### config.mk
export PLATFORM = sky130hd
export DESIGN_NAME = json_syntax_checker_depth
export DESIGN_NICKNAME = d
export VERILOG_FILES = /design/src/rtl/core/jsc_pkg.sv /design/src/rtl/core/json_syntax_checker_depth.sv /design/src/rtl/core/jsc_ram.sv
export SDC_FILE = /design/constraint.sdc
export NUM_CORES = 1
export LEC_CHECK = 0
export ABC_AREA = 1
export BUFFER_PORTS_ARGS = -buffer_cell sky130_fd_sc_hd__buf_2
export CORE_MARGIN = 4
export CORE_UTILIZATION = 59
export CTS_BUF_LIST = sky130_fd_sc_hd__clkbuf_4 sky130_fd_sc_hd__clkbuf_8
export DETAILED_ROUTE_END_ITERATION = 8
export PLACE_DENSITY = 0.87
export SLEW_MARGIN = 30
export SYNTH_ARGS = -nofsm -noshare
export SYNTH_HDL_FRONTEND = slang
export SYNTH_SLANG_ARGS = --single-unit
### constraint.sdc
create_clock -name clk -period 4.1 [get_ports clk]
set_input_delay 0.41 -clock clk [delete_from_list [all_inputs] [get_ports clk]]
set_output_delay 0.41 -clock clk [all_outputs]
set_load 0.01 [all_outputs]
### src/rtl/core/jsc_pkg.sv
// Package with the types, character codes and token functions of the JSON syntax checker.
`timescale 1ns / 1ps
`default_nettype none

package jsc_pkg;

    localparam int MAX_DEPTH   = 64;
    localparam int DEPTH_W     = $clog2(MAX_DEPTH + 1);
    localparam int ADDR_W      = (MAX_DEPTH > 1) ? $clog2(MAX_DEPTH) : 1;
    localparam int STATUS_W    = 3;
    localparam int OUT_DEPTH_W = 7;
    localparam int WORD_W      = 6;

    localparam logic [7:0] CH_QUOTE  = 8'h22;
    localparam logic [7:0] CH_BSLASH = 8'h5c;
    localparam logic [7:0] CH_UNDER  = 8'h5f;
    localparam logic [7:0] CH_MINUS  = 8'h2d;
    localparam logic [7:0] CH_DOT    = 8'h2e;
    localparam logic [7:0] CH_ZERO   = 8'h30;
    localparam logic [7:0] CH_NINE   = 8'h39;
    localparam logic [7:0] CH_SPACE  = 8'h20;
    localparam logic [7:0] CH_TAB    = 8'h09;
    localparam logic [7:0] CH_CR     = 8'h0d;
    localparam logic [7:0] CH_LBRACK = 8'h5b;
    localparam logic [7:0] CH_RBRACK = 8'h5d;
    localparam logic [7:0] CH_LBRACE = 8'h7b;
    localparam logic [7:0] CH_RBRACE = 8'h7d;
    localparam logic [7:0] CH_COMMA  = 8'h2c;
    localparam logic [7:0] CH_COLON  = 8'h3a;
    localparam logic [7:0] CH_LPAREN = 8'h28;
    localparam logic [7:0] CH_RPAREN = 8'h29;
    localparam logic [7:0] CH_LOW_A  = 8'h61;
    localparam logic [7:0] CH_LOW_Z  = 8'h7a;
    localparam logic [7:0] CH_UP_A   = 8'h41;
    localparam logic [7:0] CH_UP_Z   = 8'h5a;
    localparam logic [7:0] CH_LOW_T  = 8'h74;
    localparam logic [7:0] CH_LOW_F  = 8'h66;
    localparam logic [7:0] CH_LOW_N  = 8'h6e;

    localparam logic [1:0] WORD_NONE  = 2'd0;
    localparam logic [1:0] WORD_TRUE  = 2'd1;
    localparam logic [1:0] WORD_FALSE = 2'd2;
    localparam logic [1:0] WORD_NULL  = 2'd3;

    typedef enum logic [3:0] {
        LX_BETWEEN = 4'd0,
        LX_STR     = 4'd1,
        LX_ESC     = 4'd2,
        LX_MINUS   = 4'd3,
        LX_INT     = 4'd4,
        LX_ZERO    = 4'd5,
        LX_DOT     = 4'd6,
        LX_FRAC    = 4'd7,
        LX_WORD    = 4'd8
    } lx_state_t;

    typedef enum logic [2:0] {
        GR_TOP       = 3'd0,
        GR_ARR_FIRST = 3'd1,
        GR_VALUE     = 3'd2,
        GR_OBJ_FIRST = 3'd3,
        GR_KEY       = 3'd4,
        GR_COLON     = 3'd5,
        GR_AFTER     = 3'd6,
        GR_DONE      = 3'd7
    } gr_state_t;

    typedef enum logic [3:0] {
        TK_STRING    = 4'd0,
        TK_SCALAR    = 4'd1,
        TK_OPEN_ARR  = 4'd2,
        TK_OPEN_OBJ  = 4'd3,
        TK_CLOSE_ARR = 4'd4,
        TK_CLOSE_OBJ = 4'd5,
        TK_COMMA     = 4'd6,
        TK_COLON     = 4'd7,
        TK_PAREN     = 4'd8
    } token_t;

    typedef enum logic [2:0] {
        ERR_NONE     = 3'd0,
        ERR_LEXICAL  = 3'd1,
        ERR_SYNTAX   = 3'd2,
        ERR_BAD_WORD = 3'd3,
        ERR_EARLY    = 3'd4,
        ERR_TRAILING = 3'd5,
        ERR_DEPTH    = 3'd6
    } err_t;

    typedef enum logic [1:0] {
        OP_NONE = 2'd0,
        OP_PUSH = 2'd1,
        OP_POP  = 2'd2
    } stack_op_t;

    typedef struct packed {
        gr_state_t gs;
        err_t      err;
        stack_op_t op;
        logic      obj;
    } gr_result_t;

    typedef struct packed {
        lx_state_t         ls;
        logic [WORD_W-1:0] wm;
        logic              tk_valid;
        token_t            tk;
        err_t              err;
    } lx_start_t;

    function automatic logic is_digit(logic [7:0] c);
        return (c >= CH_ZERO) && (c <= CH_NINE);
    endfunction

    function automatic logic is_alpha(logic [7:0] c);
        return ((c >= CH_LOW_A) && (c <= CH_LOW_Z)) || ((c >= CH_UP_A) && (c <= CH_UP_Z));
    endfunction

    function automatic logic is_space(logic [7:0] c);
        return (c == CH_SPACE) || ((c >= CH_TAB) && (c <= CH_CR));
    endfunction

    function automatic logic [2:0] word_len(logic [1:0] id);
        case (id)
            WORD_TRUE:  return 3'd4;
            WORD_FALSE: return 3'd5;
            WORD_NULL:  return 3'd4;
            default:    return 3'd0;
        endcase
    endfunction

    function automatic logic [7:0] word_char(logic [1:0] id, logic [2:0] n);
        logic [39:0] text;
        text = 40'h0;
        case (id)
            WORD_TRUE:  text = 40'h0065757274;
            WORD_FALSE: text = 40'h65736c6166;
            WORD_NULL:  text = 40'h006c6c756e;
            default:    text = 40'h0;
        endcase
        case (n)
            3'd0:    return text[7:0];
            3'd1:    return text[15:8];
            3'd2:    return text[23:16];
            3'd3:    return text[31:24];
            3'd4:    return text[39:32];
            default: return 8'h00;
        endcase
    endfunction

    function automatic logic [WORD_W-1:0] word_step(logic [WORD_W-1:0] wm, logic [7:0] c);
        logic [1:0] id;
        logic [2:0] n;
        id = wm[4:3];
        n  = wm[2:0];
        if ((id != WORD_NONE) && (n < word_len(id)) && (word_char(id, n) == c))
            return {1'b0, id, 3'(n + 3'd1)};
        return '0;
    endfunction

    function automatic logic word_done(logic [WORD_W-1:0] wm);
        return (wm[4:3] != WORD_NONE) && (wm[2:0] == word_len(wm[4:3]));
    endfunction

    function automatic lx_start_t lex_start(logic [7:0] c);
        lx_start_t r;
        r.ls       = LX_BETWEEN;
        r.wm       = '0;
        r.tk_valid = 1'b0;
        r.tk       = TK_STRING;
        r.err      = ERR_NONE;
        if (is_space(c)) begin
            r.ls = LX_BETWEEN;
        end else if (c == CH_QUOTE) begin
            r.ls = LX_STR;
        end else if (c == CH_MINUS) begin
            r.ls = LX_MINUS;
        end else if (c == CH_ZERO) begin
            r.ls = LX_ZERO;
        end else if (is_digit(c)) begin
            r.ls = LX_INT;
        end else if (is_alpha(c)) begin
            r.ls = LX_WORD;
            if (c == CH_LOW_T)
                r.wm = {1'b0, WORD_TRUE, 3'd1};
            else if (c == CH_LOW_F)
                r.wm = {1'b0, WORD_FALSE, 3'd1};
            else if (c == CH_LOW_N)
                r.wm = {1'b0, WORD_NULL, 3'd1};
        end else begin
            r.tk_valid = 1'b1;
            case (c)
                CH_LBRACK: r.tk = TK_OPEN_ARR;
                CH_RBRACK: r.tk = TK_CLOSE_ARR;
                CH_LBRACE: r.tk = TK_OPEN_OBJ;
                CH_RBRACE: r.tk = TK_CLOSE_OBJ;
                CH_COMMA:  r.tk = TK_COMMA;
                CH_COLON:  r.tk = TK_COLON;
                CH_LPAREN: r.tk = TK_PAREN;
                CH_RPAREN: r.tk = TK_PAREN;
                default:
                begin
                    r.tk_valid = 1'b0;
                    r.err      = ERR_LEXICAL;
                end
            endcase
        end
        return r;
    endfunction

    function automatic gr_result_t gr_step(gr_state_t gs, token_t tk,
                                           logic [DEPTH_W-1:0] depth, logic top_obj);
        gr_result_t r;
        logic       is_open;
        logic       is_obj;
        logic       do_close;
        logic       obj_top;
        r.gs     = gs;
        r.err    = ERR_NONE;
        r.op     = OP_NONE;
        r.obj    = 1'b0;
        is_open  = 1'b0;
        do_close = 1'b0;
        is_obj   = (tk == TK_OPEN_OBJ);
        obj_top  = (depth != '0) && top_obj;
        case (gs)
            GR_TOP:
            begin
                if ((tk == TK_OPEN_ARR) || (tk == TK_OPEN_OBJ))
                    is_open = 1'b1;
                else
                    r.err = ERR_SYNTAX;
            end
            GR_ARR_FIRST, GR_VALUE:
            begin
                if ((gs == GR_ARR_FIRST) && (tk == TK_CLOSE_ARR))
                    do_close = 1'b1;
                else if ((tk == TK_STRING) || (tk == TK_SCALAR))
                    r.gs = GR_AFTER;
                else if ((tk == TK_OPEN_ARR) || (tk == TK_OPEN_OBJ))
                    is_open = 1'b1;
                else
                    r.err = ERR_SYNTAX;
            end
            GR_OBJ_FIRST, GR_KEY:
            begin
                if ((gs == GR_OBJ_FIRST) && (tk == TK_CLOSE_OBJ))
                    do_close = 1'b1;
                else if (tk == TK_STRING)
                    r.gs = GR_COLON;
                else
                    r.err = ERR_SYNTAX;
            end
            GR_COLON:
            begin
                if (tk == TK_COLON)
                    r.gs = GR_VALUE;
                else
                    r.err = ERR_SYNTAX;
            end
            GR_AFTER:
            begin
                if (tk == TK_COMMA)
                    r.gs = obj_top ? GR_KEY : GR_VALUE;
                else if (((tk == TK_CLOSE_ARR) && !obj_top) || ((tk == TK_CLOSE_OBJ) && obj_top))
                    do_close = 1'b1;
                else
                    r.err = ERR_SYNTAX;
            end
            default:
            begin
                r.err = ERR_TRAILING;
            end
        endcase
        if (is_open) begin
            if (depth >= DEPTH_W'(MAX_DEPTH)) begin
                r.err = ERR_DEPTH;
            end else begin
                r.op  = OP_PUSH;
                r.obj = is_obj;
                r.gs  = is_obj ? GR_OBJ_FIRST : GR_ARR_FIRST;
            end
        end
        if (do_close) begin
            if (depth != '0)
                r.op = OP_POP;
            r.gs = (depth <= DEPTH_W'(1)) ? GR_DONE : GR_AFTER;
        end
        return r;
    endfunction

endpackage

`default_nettype wire

### src/rtl/core/json_syntax_checker_depth.sv
// Top level of the streaming JSON syntax checker with nesting depth tracking.
//
//   channel   direction  handshake           payload
//   input     in         in_valid/in_stall   next_byte[7:0], end_of_doc
//   output    out        out_valid/out_stall status[2:0], max_depth[6:0]
//
// One byte is taken every cycle unless the output register is stalled, and an
// input transaction is never held longer than that stall. The lexer, grammar
// and stack top are settled combinationally; the container stack lives in a RAM
// whose read port always fetches the level below the top, so a close never waits.
// Reset clears all control state; the stack RAM needs no clearing.
// Only the end-of-document transaction yields a result, in the cycle after it is taken.
`timescale 1ns / 1ps
`default_nettype none

module json_syntax_checker_depth
    import jsc_pkg::*;
(
    input  wire logic                   clk,
    input  wire logic                   rst_n,
    input  wire logic                   in_valid,
    output logic                        in_stall,
    input  wire logic [7:0]             next_byte,
    input  wire logic                   end_of_doc,
    output logic                        out_valid,
    input  wire logic                   out_stall,
    output logic [STATUS_W-1:0]         status,
    output logic [OUT_DEPTH_W-1:0]      max_depth
);

    lx_state_t            ls_reg, ls_next;
    logic [WORD_W-1:0]    wm_reg, wm_next;
    gr_state_t            gs_reg, gs_next;
    err_t                 err_reg, err_next;
    logic [DEPTH_W-1:0]   depth_reg, depth_next;
    logic [DEPTH_W-1:0]   deepest_reg, deepest_next;
    logic                 top_reg, top_next;
    logic                 out_valid_reg;
    logic [STATUS_W-1:0]  status_reg;
    logic [OUT_DEPTH_W-1:0] max_depth_reg;

    logic                 accept;
    logic                 ram_we;
    logic [ADDR_W-1:0]    ram_waddr;
    logic [ADDR_W-1:0]    ram_raddr;
    logic                 ram_rdata;
    logic [DEPTH_W-1:0]   raddr_full;

    lx_state_t            lx;
    logic [WORD_W-1:0]    wm;
    gr_state_t            gs;
    err_t                 err;
    err_t                 fin_err;
    stack_op_t            op;
    logic                 push_obj;
    logic                 restart;
    logic                 restart_word;
    logic                 start;
    logic                 tk2_valid;
    token_t               tk2;
    gr_result_t           r1;
    gr_result_t           r2;
    gr_result_t           rf;
    lx_start_t            s;

    assign accept    = in_valid && !in_stall;
    assign in_stall  = out_valid_reg && out_stall;
    assign out_valid = out_valid_reg;
    assign status    = status_reg;
    assign max_depth = max_depth_reg;

    always_comb
    begin
        lx           = ls_reg;
        wm           = wm_reg;
        gs           = gs_reg;
        err          = err_reg;
        op           = OP_NONE;
        push_obj     = 1'b0;
        restart      = 1'b0;
        restart_word = 1'b0;
        start        = 1'b0;
        tk2_valid    = 1'b0;
        tk2          = TK_STRING;
        r1           = '0;
        r2           = '0;
        s            = '0;

        case (ls_reg)
            LX_STR:
            begin
                if (next_byte == CH_BSLASH) begin
                    lx = LX_ESC;
                end else if (next_byte == CH_QUOTE) begin
                    lx        = LX_BETWEEN;
                    tk2_valid = 1'b1;
                    tk2       = TK_STRING;
                end
            end
            LX_ESC:
            begin
                if ((next_byte == CH_QUOTE) || (next_byte == CH_BSLASH))
                    lx = LX_STR;
                else
                    err = ERR_LEXICAL;
            end
            LX_MINUS:
            begin
                if (next_byte == CH_ZERO)
                    lx = LX_ZERO;
                else if (is_digit(next_byte))
                    lx = LX_INT;
                else
                    err = ERR_LEXICAL;
            end
            LX_INT:
            begin
                if (next_byte == CH_DOT)
                    lx = LX_DOT;
                else if (!is_digit(next_byte))
                    restart = 1'b1;
            end
            LX_ZERO:
            begin
                if (next_byte == CH_DOT)
                    lx = LX_DOT;
                else
                    restart = 1'b1;
            end
            LX_DOT:
            begin
                if (is_digit(next_byte))
                    lx = LX_FRAC;
                else
                    err = ERR_LEXICAL;
            end
            LX_FRAC:
            begin
                if (!is_digit(next_byte))
                    restart = 1'b1;
            end
            LX_WORD:
            begin
                if (is_alpha(next_byte) || is_digit(next_byte) || (next_byte == CH_UNDER)) begin
                    wm = word_step(wm_reg, next_byte);
                end else begin
                    restart      = 1'b1;
                    restart_word = 1'b1;
                end
            end
            default:
            begin
                start = 1'b1;
            end
        endcase

        if (restart) begin
            lx = LX_BETWEEN;
            if (restart_word && !word_done(wm_reg)) begin
                err = ERR_BAD_WORD;
            end else begin
                r1  = gr_step(gs_reg, TK_SCALAR, depth_reg, top_reg);
                gs  = r1.gs;
                err = r1.err;
            end
            start = (err == ERR_NONE);
        end

        if (start) begin
            s   = lex_start(next_byte);
            lx  = s.ls;
            err = s.err;
            if (s.ls == LX_WORD)
                wm = s.wm;
            tk2_valid = s.tk_valid;
            tk2       = s.tk;
        end

        if (tk2_valid && (err == ERR_NONE)) begin
            r2       = gr_step(gs, tk2, depth_reg, top_reg);
            gs       = r2.gs;
            err      = r2.err;
            op       = r2.op;
            push_obj = r2.obj;
        end
    end

    always_comb
    begin
        rf      = '0;
        fin_err = err_reg;
        if (err_reg == ERR_NONE) begin
            rf.gs = gs_reg;
            case (ls_reg)
                LX_INT, LX_ZERO, LX_FRAC:
                begin
                    rf      = gr_step(gs_reg, TK_SCALAR, depth_reg, top_reg);
                    fin_err = rf.err;
                end
                LX_WORD:
                begin
                    if (word_done(wm_reg)) begin
                        rf      = gr_step(gs_reg, TK_SCALAR, depth_reg, top_reg);
                        fin_err = rf.err;
                    end else begin
                        fin_err = ERR_BAD_WORD;
                    end
                end
                LX_BETWEEN:
                begin
                    fin_err = ERR_NONE;
                end
                default:
                begin
                    fin_err = ERR_LEXICAL;
                end
            endcase
            if ((fin_err == ERR_NONE) && (rf.gs != GR_DONE))
                fin_err = ERR_EARLY;
        end
    end

    always_comb
    begin
        ls_next      = ls_reg;
        wm_next      = wm_reg;
        gs_next      = gs_reg;
        err_next     = err_reg;
        depth_next   = depth_reg;
        deepest_next = deepest_reg;
        top_next     = top_reg;
        ram_we       = 1'b0;
        ram_waddr    = depth_reg[ADDR_W-1:0];
        if (accept) begin
            if (end_of_doc) begin
                ls_next      = LX_BETWEEN;
                wm_next      = '0;
                gs_next      = GR_TOP;
                err_next     = ERR_NONE;
                depth_next   = '0;
                deepest_next = '0;
                top_next     = 1'b0;
            end else if (err_reg == ERR_NONE) begin
                ls_next  = lx;
                wm_next  = wm;
                gs_next  = gs;
                err_next = err;
                case (op)
                    OP_PUSH:
                    begin
                        ram_we     = 1'b1;
                        depth_next = DEPTH_W'(depth_reg + DEPTH_W'(1));
                        top_next   = push_obj;
                        if (depth_next > deepest_reg)
                            deepest_next = depth_next;
                    end
                    OP_POP:
                    begin
                        depth_next = DEPTH_W'(depth_reg - DEPTH_W'(1));
                        top_next   = ram_rdata;
                    end
                    default:
                    begin
                        depth_next = depth_reg;
                    end
                endcase
            end
        end
    end

    // The read port fetches the level just below the new top for the next pop.
    assign raddr_full = DEPTH_W'(depth_next - DEPTH_W'(2));
    assign ram_raddr  = raddr_full[ADDR_W-1:0];

    jsc_ram #(
        .WIDTH(1),
        .DEPTH(MAX_DEPTH)
    ) u_stack (
        .clk   (clk),
        .we    (ram_we),
        .waddr (ram_waddr),
        .wdata (push_obj),
        .raddr (ram_raddr),
        .rdata (ram_rdata)
    );

    always_ff @(posedge clk or negedge rst_n)
    begin
        if (!rst_n) begin
            ls_reg        <= LX_BETWEEN;
            wm_reg        <= '0;
            gs_reg        <= GR_TOP;
            err_reg       <= ERR_NONE;
            depth_reg     <= '0;
            deepest_reg   <= '0;
            top_reg       <= 1'b0;
            out_valid_reg <= 1'b0;
        end else begin
            ls_reg      <= ls_next;
            wm_reg      <= wm_next;
            gs_reg      <= gs_next;
            err_reg     <= err_next;
            depth_reg   <= depth_next;
            deepest_reg <= deepest_next;
            top_reg     <= top_next;
            if (accept && end_of_doc)
                out_valid_reg <= 1'b1;
            else if (!out_stall)
                out_valid_reg <= 1'b0;
        end
    end

    always_ff @(posedge clk)
    begin
        if (accept && end_of_doc) begin
            status_reg    <= STATUS_W'(fin_err);
            max_depth_reg <= OUT_DEPTH_W'(deepest_reg);
        end
    end

    a_depth_bound: assert property (@(posedge clk) disable iff (!rst_n)
        depth_reg <= DEPTH_W'(MAX_DEPTH))
        else $error("nesting depth beyond limit");

    a_deepest_covers: assert property (@(posedge clk) disable iff (!rst_n)
        depth_reg <= deepest_reg)
        else $error("deepest level below current depth");

    a_push_in_range: assert property (@(posedge clk) disable iff (!rst_n)
        ram_we |-> (depth_reg < DEPTH_W'(MAX_DEPTH)) && (err_reg == ERR_NONE))
        else $error("stack write outside admitted levels");

    a_end_clears: assert property (@(posedge clk) disable iff (!rst_n)
        (accept && end_of_doc) |=> out_valid && (depth_reg == '0) && (err_reg == ERR_NONE))
        else $error("end transaction did not produce a verdict and clear state");

endmodule

`default_nettype wire

### src/rtl/core/jsc_ram.sv
// Generic single-port-write, single-port-read RAM with a registered read.
`timescale 1ns / 1ps
`default_nettype none

module jsc_ram #(
    parameter int WIDTH = 1,
    parameter int DEPTH = 64
) (
    input  wire logic                             clk,
    input  wire logic                             we,
    input  wire logic [$clog2(DEPTH > 1 ? DEPTH : 2)-1:0] waddr,
    input  wire logic [WIDTH-1:0]                 wdata,
    input  wire logic [$clog2(DEPTH > 1 ? DEPTH : 2)-1:0] raddr,
    output logic      [WIDTH-1:0]                 rdata
);

    logic [WIDTH-1:0] mem [DEPTH];

    always_ff @(posedge clk)
    begin
        if (we)
            mem[waddr] <= wdata;
        rdata <= mem[raddr];
    end

endmodule

`default_nettype wire

==> results of run 1 <==
## area by class of cell
type,count,area [um^2]
clock buffers,11,139
clock inverters,5,37.5
fillers,900,3490
inverters,124,475
multi-input cells,665,3660
flip-flops and latches,106,3020
well taps,143,179
repair buffers,74,564
## metrics by stage
step	TNS [ns]	total power [mW]
after floorplan	0	1.73
final	0	2.57
after detailed placement	-0.208	1.91
after global routing	-1.61	2.69
after CTS	0	2.52
after global placement	0	1.91
## critical path, delay by kind of cell (launching register included)
kind                     cells  cell delay [ns]
AND/OR/NAND/NOR             19             1.70
adder cells (fa/ha/maj)      4             0.86
buffers and inverters        6             0.58
flip-flops                   1             0.41
AO/OA/AOI/OAI                3             0.30
## worst min path at each step
stage,endpoint,slack (ns),cells past startpoint
global placement,max_depth[2],0.43,0
global route,err_reg[1],0.15,1
finish,err_reg[1],0.10,1
detailed placement,max_depth[1],0.43,0
floorplan,deepest_reg[0],0.11,0
CTS,ls_reg[0],0.11,1
## cell families (layout without fill, tap and decap cells)
logic type	after synthesis	count (layout)	synth area share, %
AO/OA/AOI/OAI	152	152	12.6
XOR/XNOR	8	8	0.994
adder cells (fa/ha/maj)	27	27	4.79
buffers and inverters	140	214	7.97
flip-flops	106	106	42.8
AND/OR/NAND/NOR	478	478	30.8
## per-layer routing
layer	part of all wire (%)	track usage (%)
met5	0	0
met4	2.8	10.9
met3	6.1	2.60
met2	48	42.2
met1	43	35.2
## power by group
| group | internal [mW] | leakage, nW | switching [mW] |
|---|---|---|---|
| Combinational | 0.258 | 2.25 | 0.482 |
| Clock | 0.241 | 0.0945 | 0.373 |
| Sequential | 1.18 | 1.16 | 0.0316 |
| Total | 1.68 | 3.50 | 0.887 |
## repair_timing
| action | 4_1_cts | 5_1_grt |
|---|---|---|
| gates resized for setup | 3 | 57 |
| endpoints found under the hold margin | 0 | 0 |
| setup buffers | 2 | 9 |
| cloned | 0 | 1 |
| setup endpoints to repair | 1 | 42 |
| pin swaps | 2 | 25 |
## layout by cell type (no fill, tap or decap), drive strengths merged, types with 4 or more instances in the layout
cell type / n
a21oi: 25
buf: 73
inv: 123
nor3: 26
clkbuf: 12
xor2: 6
nor2: 207
o22ai: 11
dfrtp: 31
o21ai: 83
o21a: 4
nand3: 73
a31oi: 6
o211ai: 9
ha: 27
clkinv: 6
nand2: 155
nand4: 11
edfxtp: 74
==> key figures, run 1 <==
Critical path
  • CP Data Required Time: between 4 and 5 ns
  • Endpoint arrival time on the critical path: 4.24 ns
  • Delay of the slowest cell on the worst path: ~0.41 ns
  • Worst r2r src: wm_reg[3]
  • Termination of the worst setup path: u_stack.rdata
  • Cell at the slowest stage of the critical path: sky130_fd_sc_hd__dfrtp_1
  • Critical R2R Capture: u_stack.rdata
  • Worst Setup Path Type: flip-flop to flip-flop
  • Crit. End Element: flip-flop
  • Cell count of the worst reg-to-reg path: 32
  • Reg-to-reg slack, setup: 0.14 ns
  • Maximum fanout along the worst path: 8
  • Crit path launch type: flip-flop
  • Worst setup startpoint: wm_reg[3]

Routing
  • Drt drc: 0
  • Detailed-route via count: ~6500
  • Iter 0 DRT Violations: 842
  • Average wire length per cell after detail routing: 15.8 um
  • Number of detailed-routing iterations run before antenna repair: 7
  • Vias per cell: roughly 5.8
  • Number of nets with antenna violations after routing: 0
  • Total length of routed wires: roughly 18 mm

Global route
  • Maximum number of pins on one net before global-route repair: 65
  • Global-route wire length before repair: approximately 30 mm
  • Initial antenna violation count: 0
  • Global-route usage over all layers: 25.8%
  • Gr ovfl total: 0
  • Number of global-route vias before repair: 6059

STA
  • Maximum achievable frequency: between 0.2 and 0.3 GHz
  • Final Hold Viols: 0
  • Worst Max-Slew Pin Slew: ~0.81 ns
  • RSZ-0062 raised after global routing: true
  • Worst setup skew after layout: 0.00687 ns
  • Final slew viol count: 0
  • Final WS setup: ~0.14 ns
  • Number of endpoints failing setup at the final stage: 0
  • Ratio of final minimum period to clock period: a little over nine tenths
  • Worst rel slew slack: 46.3%
  • Min Clock Period, post-route: about 4 ns
  • Final worst hold slack: roughly 0.1 ns

Clock tree
  • Skew-Pair Late Insertion Delay: roughly 0.4 ns
  • Number of buffers created by CTS: 9
  • Clock tree root buffer cell: sky130_fd_sc_hd__clkbuf_8
  • CTS clock-pin slew for the worst setup and hold paths: around 0.10 ns
  • Htree depth: 3
  • CTS Hold Bufs: 0
  • Count of clock tree sinks: about 110
  • Clock tree buffer depth: 2
  • CTS tree: done

Floorplan
  • Area inside the core boundary: approximately 12000 um^2
  • Die area: ~14000 um^2
  • Std-Cell Rows: 39
  • Die outline width: 117 um
  • Die extent in y: 117 um
  • Starting Density: 61.0%
  • Top-level I/O count: 25

Place
  • Global placer's final weighted congestion: roughly 0.95
  • Number of buffers inserted by port buffering: 24
  • Post-Place Cell Area: about 7600 um^2
  • Half-perimeter wire length after placement: 13.2 mm
  • Worst slack, placed: -0.208 ns
  • Placed Cells: 1100

Logic synthesis
  • Per-instance average area after synthesis: 7.74 um^2
  • Post-synthesis instance area: between 7000 and 8000 um^2
  • Number of synthesized flops with an enable pin: 74
  • Cells after Synth: 911
  • Flip-flop cell with the highest count after synthesis: sky130_fd_sc_hd__edfxtp_1
  • Synth unique cells: between 50 and 60
  • Most common cell in the synthesized netlist: sky130_fd_sc_hd__nor2_1
  • Most area-consuming cells after synthesis: sky130_fd_sc_hd__edfxtp_1 (32%), sky130_fd_sc_hd__dfrtp_1 (11%), sky130_fd_sc_hd__nor2_1 (10%)
  • Share of async-settable or async-resettable flops after synthesis: ~29%
  • Top cells by count, synth: sky130_fd_sc_hd__nor2_1 (194), sky130_fd_sc_hd__nand2_1 (139), sky130_fd_sc_hd__inv_1 (99)
  • Proportion of netlist area held by the largest area contributor: a little under a third
  • Synthesized flop and latch total: 106
  • Syn Nets: between 900 and 1000
  • Yosys Warn Count: 0
  • Library cell occupying the most area in the post-synthesis netlist: sky130_fd_sc_hd__edfxtp_1
  • Fraction of the yosys area taken by sequential cells: around 43%

Layout
  • Layout overhead on the synthesized area: 14.5%
  • Final instance area: roughly 8000 um^2
  • Ant. Diodes: 0
  • Nets: 1020
  • Util after Layout: between 60% and 70%
  • Final non-filler cell total: 1128
  • Proportion of layout cells with a drive suffix above 1: 19.1%
  • Most flop-heavy register: u_stack.mem
  • Flip-flop count of the largest register, all copies and words added: 64

Job
  • MaxCap Viol Count: 0

Run status
  • Result of the run: finished, final reports clean

Power and ir drop
  • Static leakage: between 3 and 4 nW
  • Pwr/cell area: roughly 320 nW/um^2
  • Peak ir drop on the vdd network: about 0.28 mV

Hold path
  • Min-delay worst type: primary input to async pin
No activity file was read; power rests on OpenSTA's default activity.
==> run 2, diff against run 1 <==
==> constraint.sdc (replaced) <==
create_clock -name clk -period 4.1 [get_ports clk]
set_input_delay 0.205 -clock clk [delete_from_list [all_inputs] [get_ports clk]]
set_output_delay 0.205 -clock clk [all_outputs]
set_load 0.01 [all_outputs]
==> key figures, run 2 (same netlist as run 1, synthesis figures left out) <==
Critical path
  • Cell at the slowest stage of the critical path: sky130_fd_sc_hd__dfrtp_1 (unchanged)
  • Delay of the slowest cell on the worst path: 0.45 ns (was 0.41 ns)
  • Termination of the worst setup path: u_stack.rdata (unchanged)
  • Maximum fanout along the worst path: 8 (unchanged)
  • Crit path launch type: flip-flop (unchanged)
  • Worst Setup Path Type: flip-flop to flip-flop (unchanged)
  • Most common cell type on the critical path: sky130_fd_sc_hd__ha_4
  • Critical R2R Capture: u_stack.rdata (unchanged)
  • Worst r2r src: wm_reg[4] (was wm_reg[3])
  • Cell count of the worst reg-to-reg path: 30 (was 32)
  • Crit. End Element: flip-flop (unchanged)
  • Worst setup startpoint: wm_reg[4] (was wm_reg[3])
  • CP Data Required Time: 4.37 ns (was 4.38 ns)
  • Endpoint arrival time on the critical path: 4.40 ns (was 4.24 ns)
  • Reg-to-reg slack, setup: -0.03 ns (was 0.14 ns)

STA
  • Final Hold Viols: 0 (unchanged)
  • Final worst hold slack: 0.0639 ns (was 0.102 ns)
  • Final WS setup: -0.0275 ns (was 0.137 ns)
  • Maximum achievable frequency: 0.242 GHz (was 0.252 GHz)
  • Worst rel slew slack: 47.7% (was 46.3%)
  • Worst setup skew after layout: 0.0221 ns (was 0.00687 ns)
  • Worst Max-Slew Pin Slew: 0.785 ns (was 0.805 ns)
  • RSZ-0062 raised after global routing: true (unchanged)
  • Final slew viol count: 0 (unchanged)
  • Setup_tns: -0.0275 ns (was 0 ns)
  • Number of endpoints failing setup at the final stage: 1 (was 0)
  • Ratio of final minimum period to clock period: 101% (was 96.7%)
  • Min Clock Period, post-route: 4.13 ns (was 3.96 ns)

Routing
  • Drt drc: 0 (unchanged)
  • Total length of routed wires: 18.7 mm (was 17.9 mm)
  • Number of nets with antenna violations after routing: 0 (unchanged)
  • Vias per cell: 5.99 (was 5.79)
  • Top metal layer carrying routed signals: met4 (unchanged)
  • Iter 0 DRT Violations: 936 (was 842)
  • Average wire length per cell after detail routing: 16.6 um (was 15.8 um)
  • Length of routed wiring on met1: 7.52 mm (was 7.72 mm)
  • Detailed-route via count: 6755 (was 6531)
  • Number of detailed-routing iterations run before antenna repair: 6 (was 7)
  • Detail Route met2 WL: 9.25 mm (was 8.55 mm)
  • Amount of wire on met3 after detailed routing: 1.49 mm (was 1.10 mm)

Layout
  • Flip-flop count of the largest register, all copies and words added: 64 (unchanged)
  • Most frequent standard cell in the layout excluding fill and tap cells: sky130_fd_sc_hd__nor2_1 (unchanged)
  • Ant. Diodes: 0 (unchanged)
  • Nets: 1019 (was 1020)
  • Layout overhead on the synthesized area: 15.2% (was 14.5%)
  • Proportion of layout cells with a drive suffix above 1: 19.4% (was 19.1%)
  • Most flop-heavy register: u_stack.mem (unchanged)
  • Commonest cells after routing, fill and taps aside: sky130_fd_sc_hd__nor2_1 (188), sky130_fd_sc_hd__nand2_1 (133), sky130_fd_sc_hd__inv_1 (92), sky130_fd_sc_hd__edfxtp_1 (74), sky130_fd_sc_hd__nand3_1 (64) (was sky130_fd_sc_hd__nor2_1 (188), sky130_fd_sc_hd__nand2_1 (134), sky130_fd_sc_hd__inv_1 (93), sky130_fd_sc_hd__edfxtp_1 (74), sky130_fd_sc_hd__nand3_1 (67))

Global route
  • Number of global-route vias before repair: 6217 (was 6059)
  • Global-route wire length before repair: 29.6 mm (was 29.3 mm)
  • Global-route usage over all layers: 26.1% (was 25.8%)
  • Initial antenna violation count: 0 (unchanged)
  • Gr ovfl total: 0 (unchanged)
  • Maximum number of pins on one net before global-route repair: 32 (was 65)

Floorplan
  • Std-Cell Rows: 39 (unchanged)
  • Die outline width: 117 um (unchanged)
  • Die extent in y: 117 um (unchanged)
  • Area inside the core boundary: 11600 um^2 (unchanged)
  • Starting Density: 61.0% (unchanged)
  • Die area: 13800 um^2 (unchanged)
  • Top-level I/O count: 25 (unchanged)

Place
  • Worst slack, placed: -0.126 ns (was -0.208 ns)
  • Half-perimeter wire length after placement: 13.2 mm (about the same)
  • Number of buffers inserted by port buffering: 24 (unchanged)
  • Global placer's final weighted congestion: 0.972 (was 0.946)

Power and ir drop
  • Pwr/cell area: 325 nW/um^2 (was 318 nW/um^2)
  • Static leakage: 3.49 nW (was 3.50 nW)
  • Power after layout: 2.64 mW (was 2.57 mW)
  • Peak ir drop on the vdd network: 0.285 mV (was 0.275 mV)

Hold path
  • Hold path depth: 3
  • Min-delay worst type: primary input to flip-flop (was primary input to async pin)

Run status
  • Result of the run: finished, violations left (was finished, final reports clean)
  • Failing checks: setup timing

Clock tree
  • Clock tree buffer depth: 2 (unchanged)
  • Skew-Pair Late Insertion Delay: 0.39 ns (about the same)
  • CTS clock-pin slew for the worst setup and hold paths: 0.11 ns (was 0.10 ns)
  • Count of clock tree sinks: 106 (unchanged)
  • Htree depth: 3 (unchanged)
  • CTS tree: done (unchanged)
  • Clock tree root buffer cell: sky130_fd_sc_hd__clkbuf_8 (unchanged)
  • Number of buffers created by CTS: 9 (unchanged)

Job
  • MaxCap Viol Count: 0 (unchanged)
[run 2: cell count changes in the layout (fill, tap and decap cells not counted), moves of 2 or more]
cell | previous run | this run
sky130_fd_sc_hd__nand3_2 | 5 | 7
sky130_fd_sc_hd__o21ai_2 | 4 | 2
sky130_fd_sc_hd__o21ai_0 | 60 | 63
sky130_fd_sc_hd__nand3_1 | 67 | 64
sky130_fd_sc_hd__inv_6 | 2 | 0
sky130_fd_sc_hd__buf_4 | 41 | 39
[run 2: report_power, final]
part           switching [mW]  internal [mW]  leakage, nW
registers              0.0324           1.18         1.16
clock network           0.366          0.302        0.106
logic                   0.500          0.264         2.23
total                   0.898           1.75         3.49
[run 2: layout make-up]
type | instances | area [um^2]
Inverter | 124 | 473
Multi-Input combinational cell | 665 | 3690
Timing Repair Buffer | 73 | 559
Clock inverter | 5 | 63.8
Sequential cell | 106 | 3020
Clock buffer | 11 | 139
Tap cell | 143 | 179
Fill cell | 913 | 3440
[run 2: stage by stage]
stage,util [%],cells,area (um^2)
floorplan,-,911,7070
global placement,65.2,1096,7540
detailed placement,65.2,1096,7540
CTS,67.6,1118,7820
global route,70.3,1127,8130
finish,70.3,1127,8130
[run 2: critical path: cells and delay by family, from the launching register on]
family / cells / cell delay (ns)
compound gates: 2 / 0.16
fa+ha+maj: 4 / 0.97
buf+inv: 7 / 0.78
flops: 1 / 0.45
simple gates: 17 / 1.63
[run 2: timing repair]
item,in CTS,in global routing
pin swaps,3,24
endpoints found under the hold margin,31,0
setup buffers,5,8
resized for setup,4,59
cloned,0,1
hold buffers,1,0
setup endpoints to repair,1,49
[run 2: layer usage]
layer	GRT usage, %	vias up
li1	-	3173
met1	33.5	3160
met2	44.6	365
met3	4.91	57
met4	8.94	0
met5	0	-
[run 2: how the worst min path moves through the flow]
stage / start / to / slack [ns]
after global routing: out_stall / out_valid / 0.06
after CTS: out_stall / out_valid / 0.05
after global placement: rst_n / ls_reg[3] / 0.32
after floorplan: rst_n / deepest_reg[0] / -0.09
final: out_stall / out_valid / 0.06
after detailed placement: rst_n / ls_reg[3] / 0.33
==> run 3, diff against run 2 <==
- CORE_UTILIZATION: 59 -> 65
- PLACE_DENSITY: 0.87 -> 0.91
- clock period: 4.1 -> 4.37 ns (I/O delays scaled with it)
==> key figures, run 3 (same netlist as run 1, synthesis figures left out) <==
Floorplan
  • Die outline width: 112 um (was 117 um)
  • Starting Density: 67.4% (was 61.0%)
  • Area inside the core boundary: 10500 um^2 (was 11600 um^2)
  • Die extent in y: 112 um (was 117 um)
  • Std-Cell Rows: 37 (was 39)
  • Die area: 12600 um^2 (was 13800 um^2)
  • Top-level I/O count: 25 (unchanged)

Clock tree
  • CTS clock-pin slew for the worst setup and hold paths: 0.11 ns (about the same)
  • Htree depth: 3 (unchanged)
  • CTS tree: done (unchanged)
  • Count of clock tree sinks: 106 (unchanged)
  • Skew-Pair Late Insertion Delay: 0.40 ns (was 0.39 ns)
  • Number of buffers created by CTS: 9 (unchanged)
  • Clock tree root buffer cell: sky130_fd_sc_hd__clkbuf_8 (unchanged)
  • Clock tree buffer depth: 2 (unchanged)

Routing
  • Iter 0 DRT Violations: 1221 (was 936)
  • Number of nets with antenna violations after routing: 0 (unchanged)
  • Total length of routed wires: 18.8 mm (was 18.7 mm)
  • Detailed-route via count: 6697 (was 6755)
  • Drt drc: 0 (unchanged)
  • Average wire length per cell after detail routing: 17.2 um (was 16.6 um)
  • Vias per cell: 6.12 (was 5.99)
  • Number of detailed-routing iterations run before antenna repair: 6 (unchanged)

Layout
  • Filler Cells Inserted: 774 (was 913)
  • Most frequent standard cell in the layout excluding fill and tap cells: sky130_fd_sc_hd__nor2_1 (unchanged)
  • Layout overhead on the synthesized area: 10.3% (was 15.2%)
  • Final non-filler cell total: 1094 (was 1127)
  • Proportion of layout cells with a drive suffix above 1: 15.9% (was 19.4%)
  • Area taken by multi-input logic gates: 3600 um^2 (was 3690 um^2)
  • Commonest cells after routing, fill and taps aside: sky130_fd_sc_hd__nor2_1 (191), sky130_fd_sc_hd__nand2_1 (134), sky130_fd_sc_hd__inv_1 (93), sky130_fd_sc_hd__edfxtp_1 (74), sky130_fd_sc_hd__nand3_1 (69) (was sky130_fd_sc_hd__nor2_1 (188), sky130_fd_sc_hd__nand2_1 (133), sky130_fd_sc_hd__inv_1 (92), sky130_fd_sc_hd__edfxtp_1 (74), sky130_fd_sc_hd__nand3_1 (64))
  • Nets: 993 (was 1019)
  • Most flop-heavy register: u_stack.mem (unchanged)
  • Flip-flop count of the largest register, all copies and words added: 64 (unchanged)
  • Ant. Diodes: 0 (unchanged)
  • Area taken by flip-flops and latches: 3020 um^2 (about the same)
  • Final instance area: 7780 um^2 (was 8130 um^2)

STA
  • Number of endpoints failing setup at the final stage: 0 (was 1)
  • Ratio of final minimum period to clock period: 95.9% (was 101%)
  • Final slew viol count: 0 (unchanged)
  • Worst Max-Slew Pin Slew: 0.786 ns (was 0.785 ns)
  • Setup_tns: 0 ns (was -0.0275 ns)
  • Final worst hold slack: 0.0805 ns (was 0.0639 ns)
  • Worst setup skew after layout: 0.0133 ns (was 0.0221 ns)
  • Final WS setup: 0.181 ns (was -0.0275 ns)
  • Maximum achievable frequency: 0.239 GHz (was 0.242 GHz)
  • Min Clock Period, post-route: 4.19 ns (was 4.13 ns)
  • Final Hold Viols: 0 (unchanged)
  • Worst rel slew slack: 47.6% (was 47.7%)

Critical path
  • Maximum fanout along the worst path: 22 (was 8)
  • Cell at the slowest stage of the critical path: sky130_fd_sc_hd__dfrtp_2 (was sky130_fd_sc_hd__dfrtp_1)
  • CP Data Required Time: 4.70 ns (was 4.37 ns)
  • Worst Setup Path Type: flip-flop to flip-flop (unchanged)
  • Delay of the slowest cell on the worst path: 0.42 ns (was 0.45 ns)
  • Crit path launch type: flip-flop (unchanged)
  • Endpoint arrival time on the critical path: 4.52 ns (was 4.40 ns)
  • Crit. End Element: flip-flop (unchanged)

Global route
  • Maximum number of pins on one net before global-route repair: 65 (was 32)
  • Gr ovfl total: 0 (unchanged)
  • Number of global-route vias before repair: 6205 (was 6217)
  • Global-route wire length before repair: 29.9 mm (was 29.6 mm)
  • Initial antenna violation count: 0 (unchanged)
  • Global-route usage over all layers: 29.3% (was 26.1%)

Place
  • Placed Cells: 1070 (was 1096)
  • Worst slack, placed: -0.162 ns (was -0.126 ns)
  • Number of buffers inserted by port buffering: 24 (unchanged)
  • Post-Place Cell Area: 7370 um^2 (was 7540 um^2)
  • Half-perimeter wire length after placement: 13.4 mm (was 13.2 mm)
  • Global placer's final weighted congestion: 0.959 (was 0.972)

Power and ir drop
  • Pwr/cell area: 315 nW/um^2 (was 325 nW/um^2)
  • Peak ir drop on the vdd network: 0.198 mV (was 0.285 mV)
  • Static leakage: 3.33 nW (was 3.49 nW)

Run status
  • Result of the run: finished, final reports clean (was finished, violations left)

Hold path
  • Min-delay worst type: primary input to flip-flop (unchanged)

Job
  • MaxCap Viol Count: 0 (unchanged)
## run 3: per-stage QoR
stage	total power, mW	util [%]
after floorplan	1.62	-
after global placement	1.75	70.5
after detailed placement	1.76	70.5
after CTS	2.41	72.8
after global routing	2.57	74.4
final	2.45	74.4
## run 3: worst max-delay path: cells and delay by family, from the launching register on
family | cells | cell delay (ns)
buffers and inverters | 7 | 0.89
AO/OA/AOI/OAI | 5 | 0.65
flip-flops | 1 | 0.42
adder cells (fa/ha/maj) | 3 | 0.72
AND/OR/NAND/NOR | 14 | 1.43
## run 3: timing repair
action / CTS / global route
setup buffers: 0 / 7
hold endpoints to repair: 31 / 0
pin swaps: 1 / 6
gates resized for setup: 5 / 27
hold buffers: 1 / 0
endpoints found under the setup margin: 3 / 49
## run 3: cell type report
| type | count | area share [%] |
|---|---|---|
| well taps | 136 | 2.19 |
| clock buffers | 9 | 1.59 |
| clock inverters | 7 | 1.19 |
| multi-input cells | 665 | 46.2 |
| flip-flops and latches | 106 | 38.8 |
| inverters | 124 | 6.01 |
| repair buffers | 47 | 4.00 |
## run 3: path summary, 6_finish.rpt
check	to	slack, ns	startpoint	depth (start not counted)
setup / recovery	u_stack.rdata	0.18	wm_reg[4]	29
hold / removal	out_valid	0.08	out_stall	3
setup reg to reg	u_stack.rdata	0.18	wm_reg[4]	29
hold reg to reg	max_depth[1]	0.47	deepest_reg[1]	0
max in group asynchronous	wm_reg[4]	3.41	rst_n	2
min in group asynchronous	wm_reg[3]	0.43	rst_n	2
## run 3: power by group
group / total (mW) / internal (mW) / switching [mW] / leakage (nW)
sequential: 1.14 / 1.11 / 0.0296 / 1.17
clock: 0.665 / 0.281 / 0.384 / 0.109
combinational: 0.652 / 0.213 / 0.439 / 2.06
## run 3: layer usage
layer / part of all wire, % / vias up / GRT usage [%]
met5: 0 / - / 0
met3: 10 / 58 / 6.79
met2: 45 / 417 / 45.3
li1: - / 3134 / -
met1: 42 / 3088 / 41.0
met4: 2.8 / 0 / 9.78
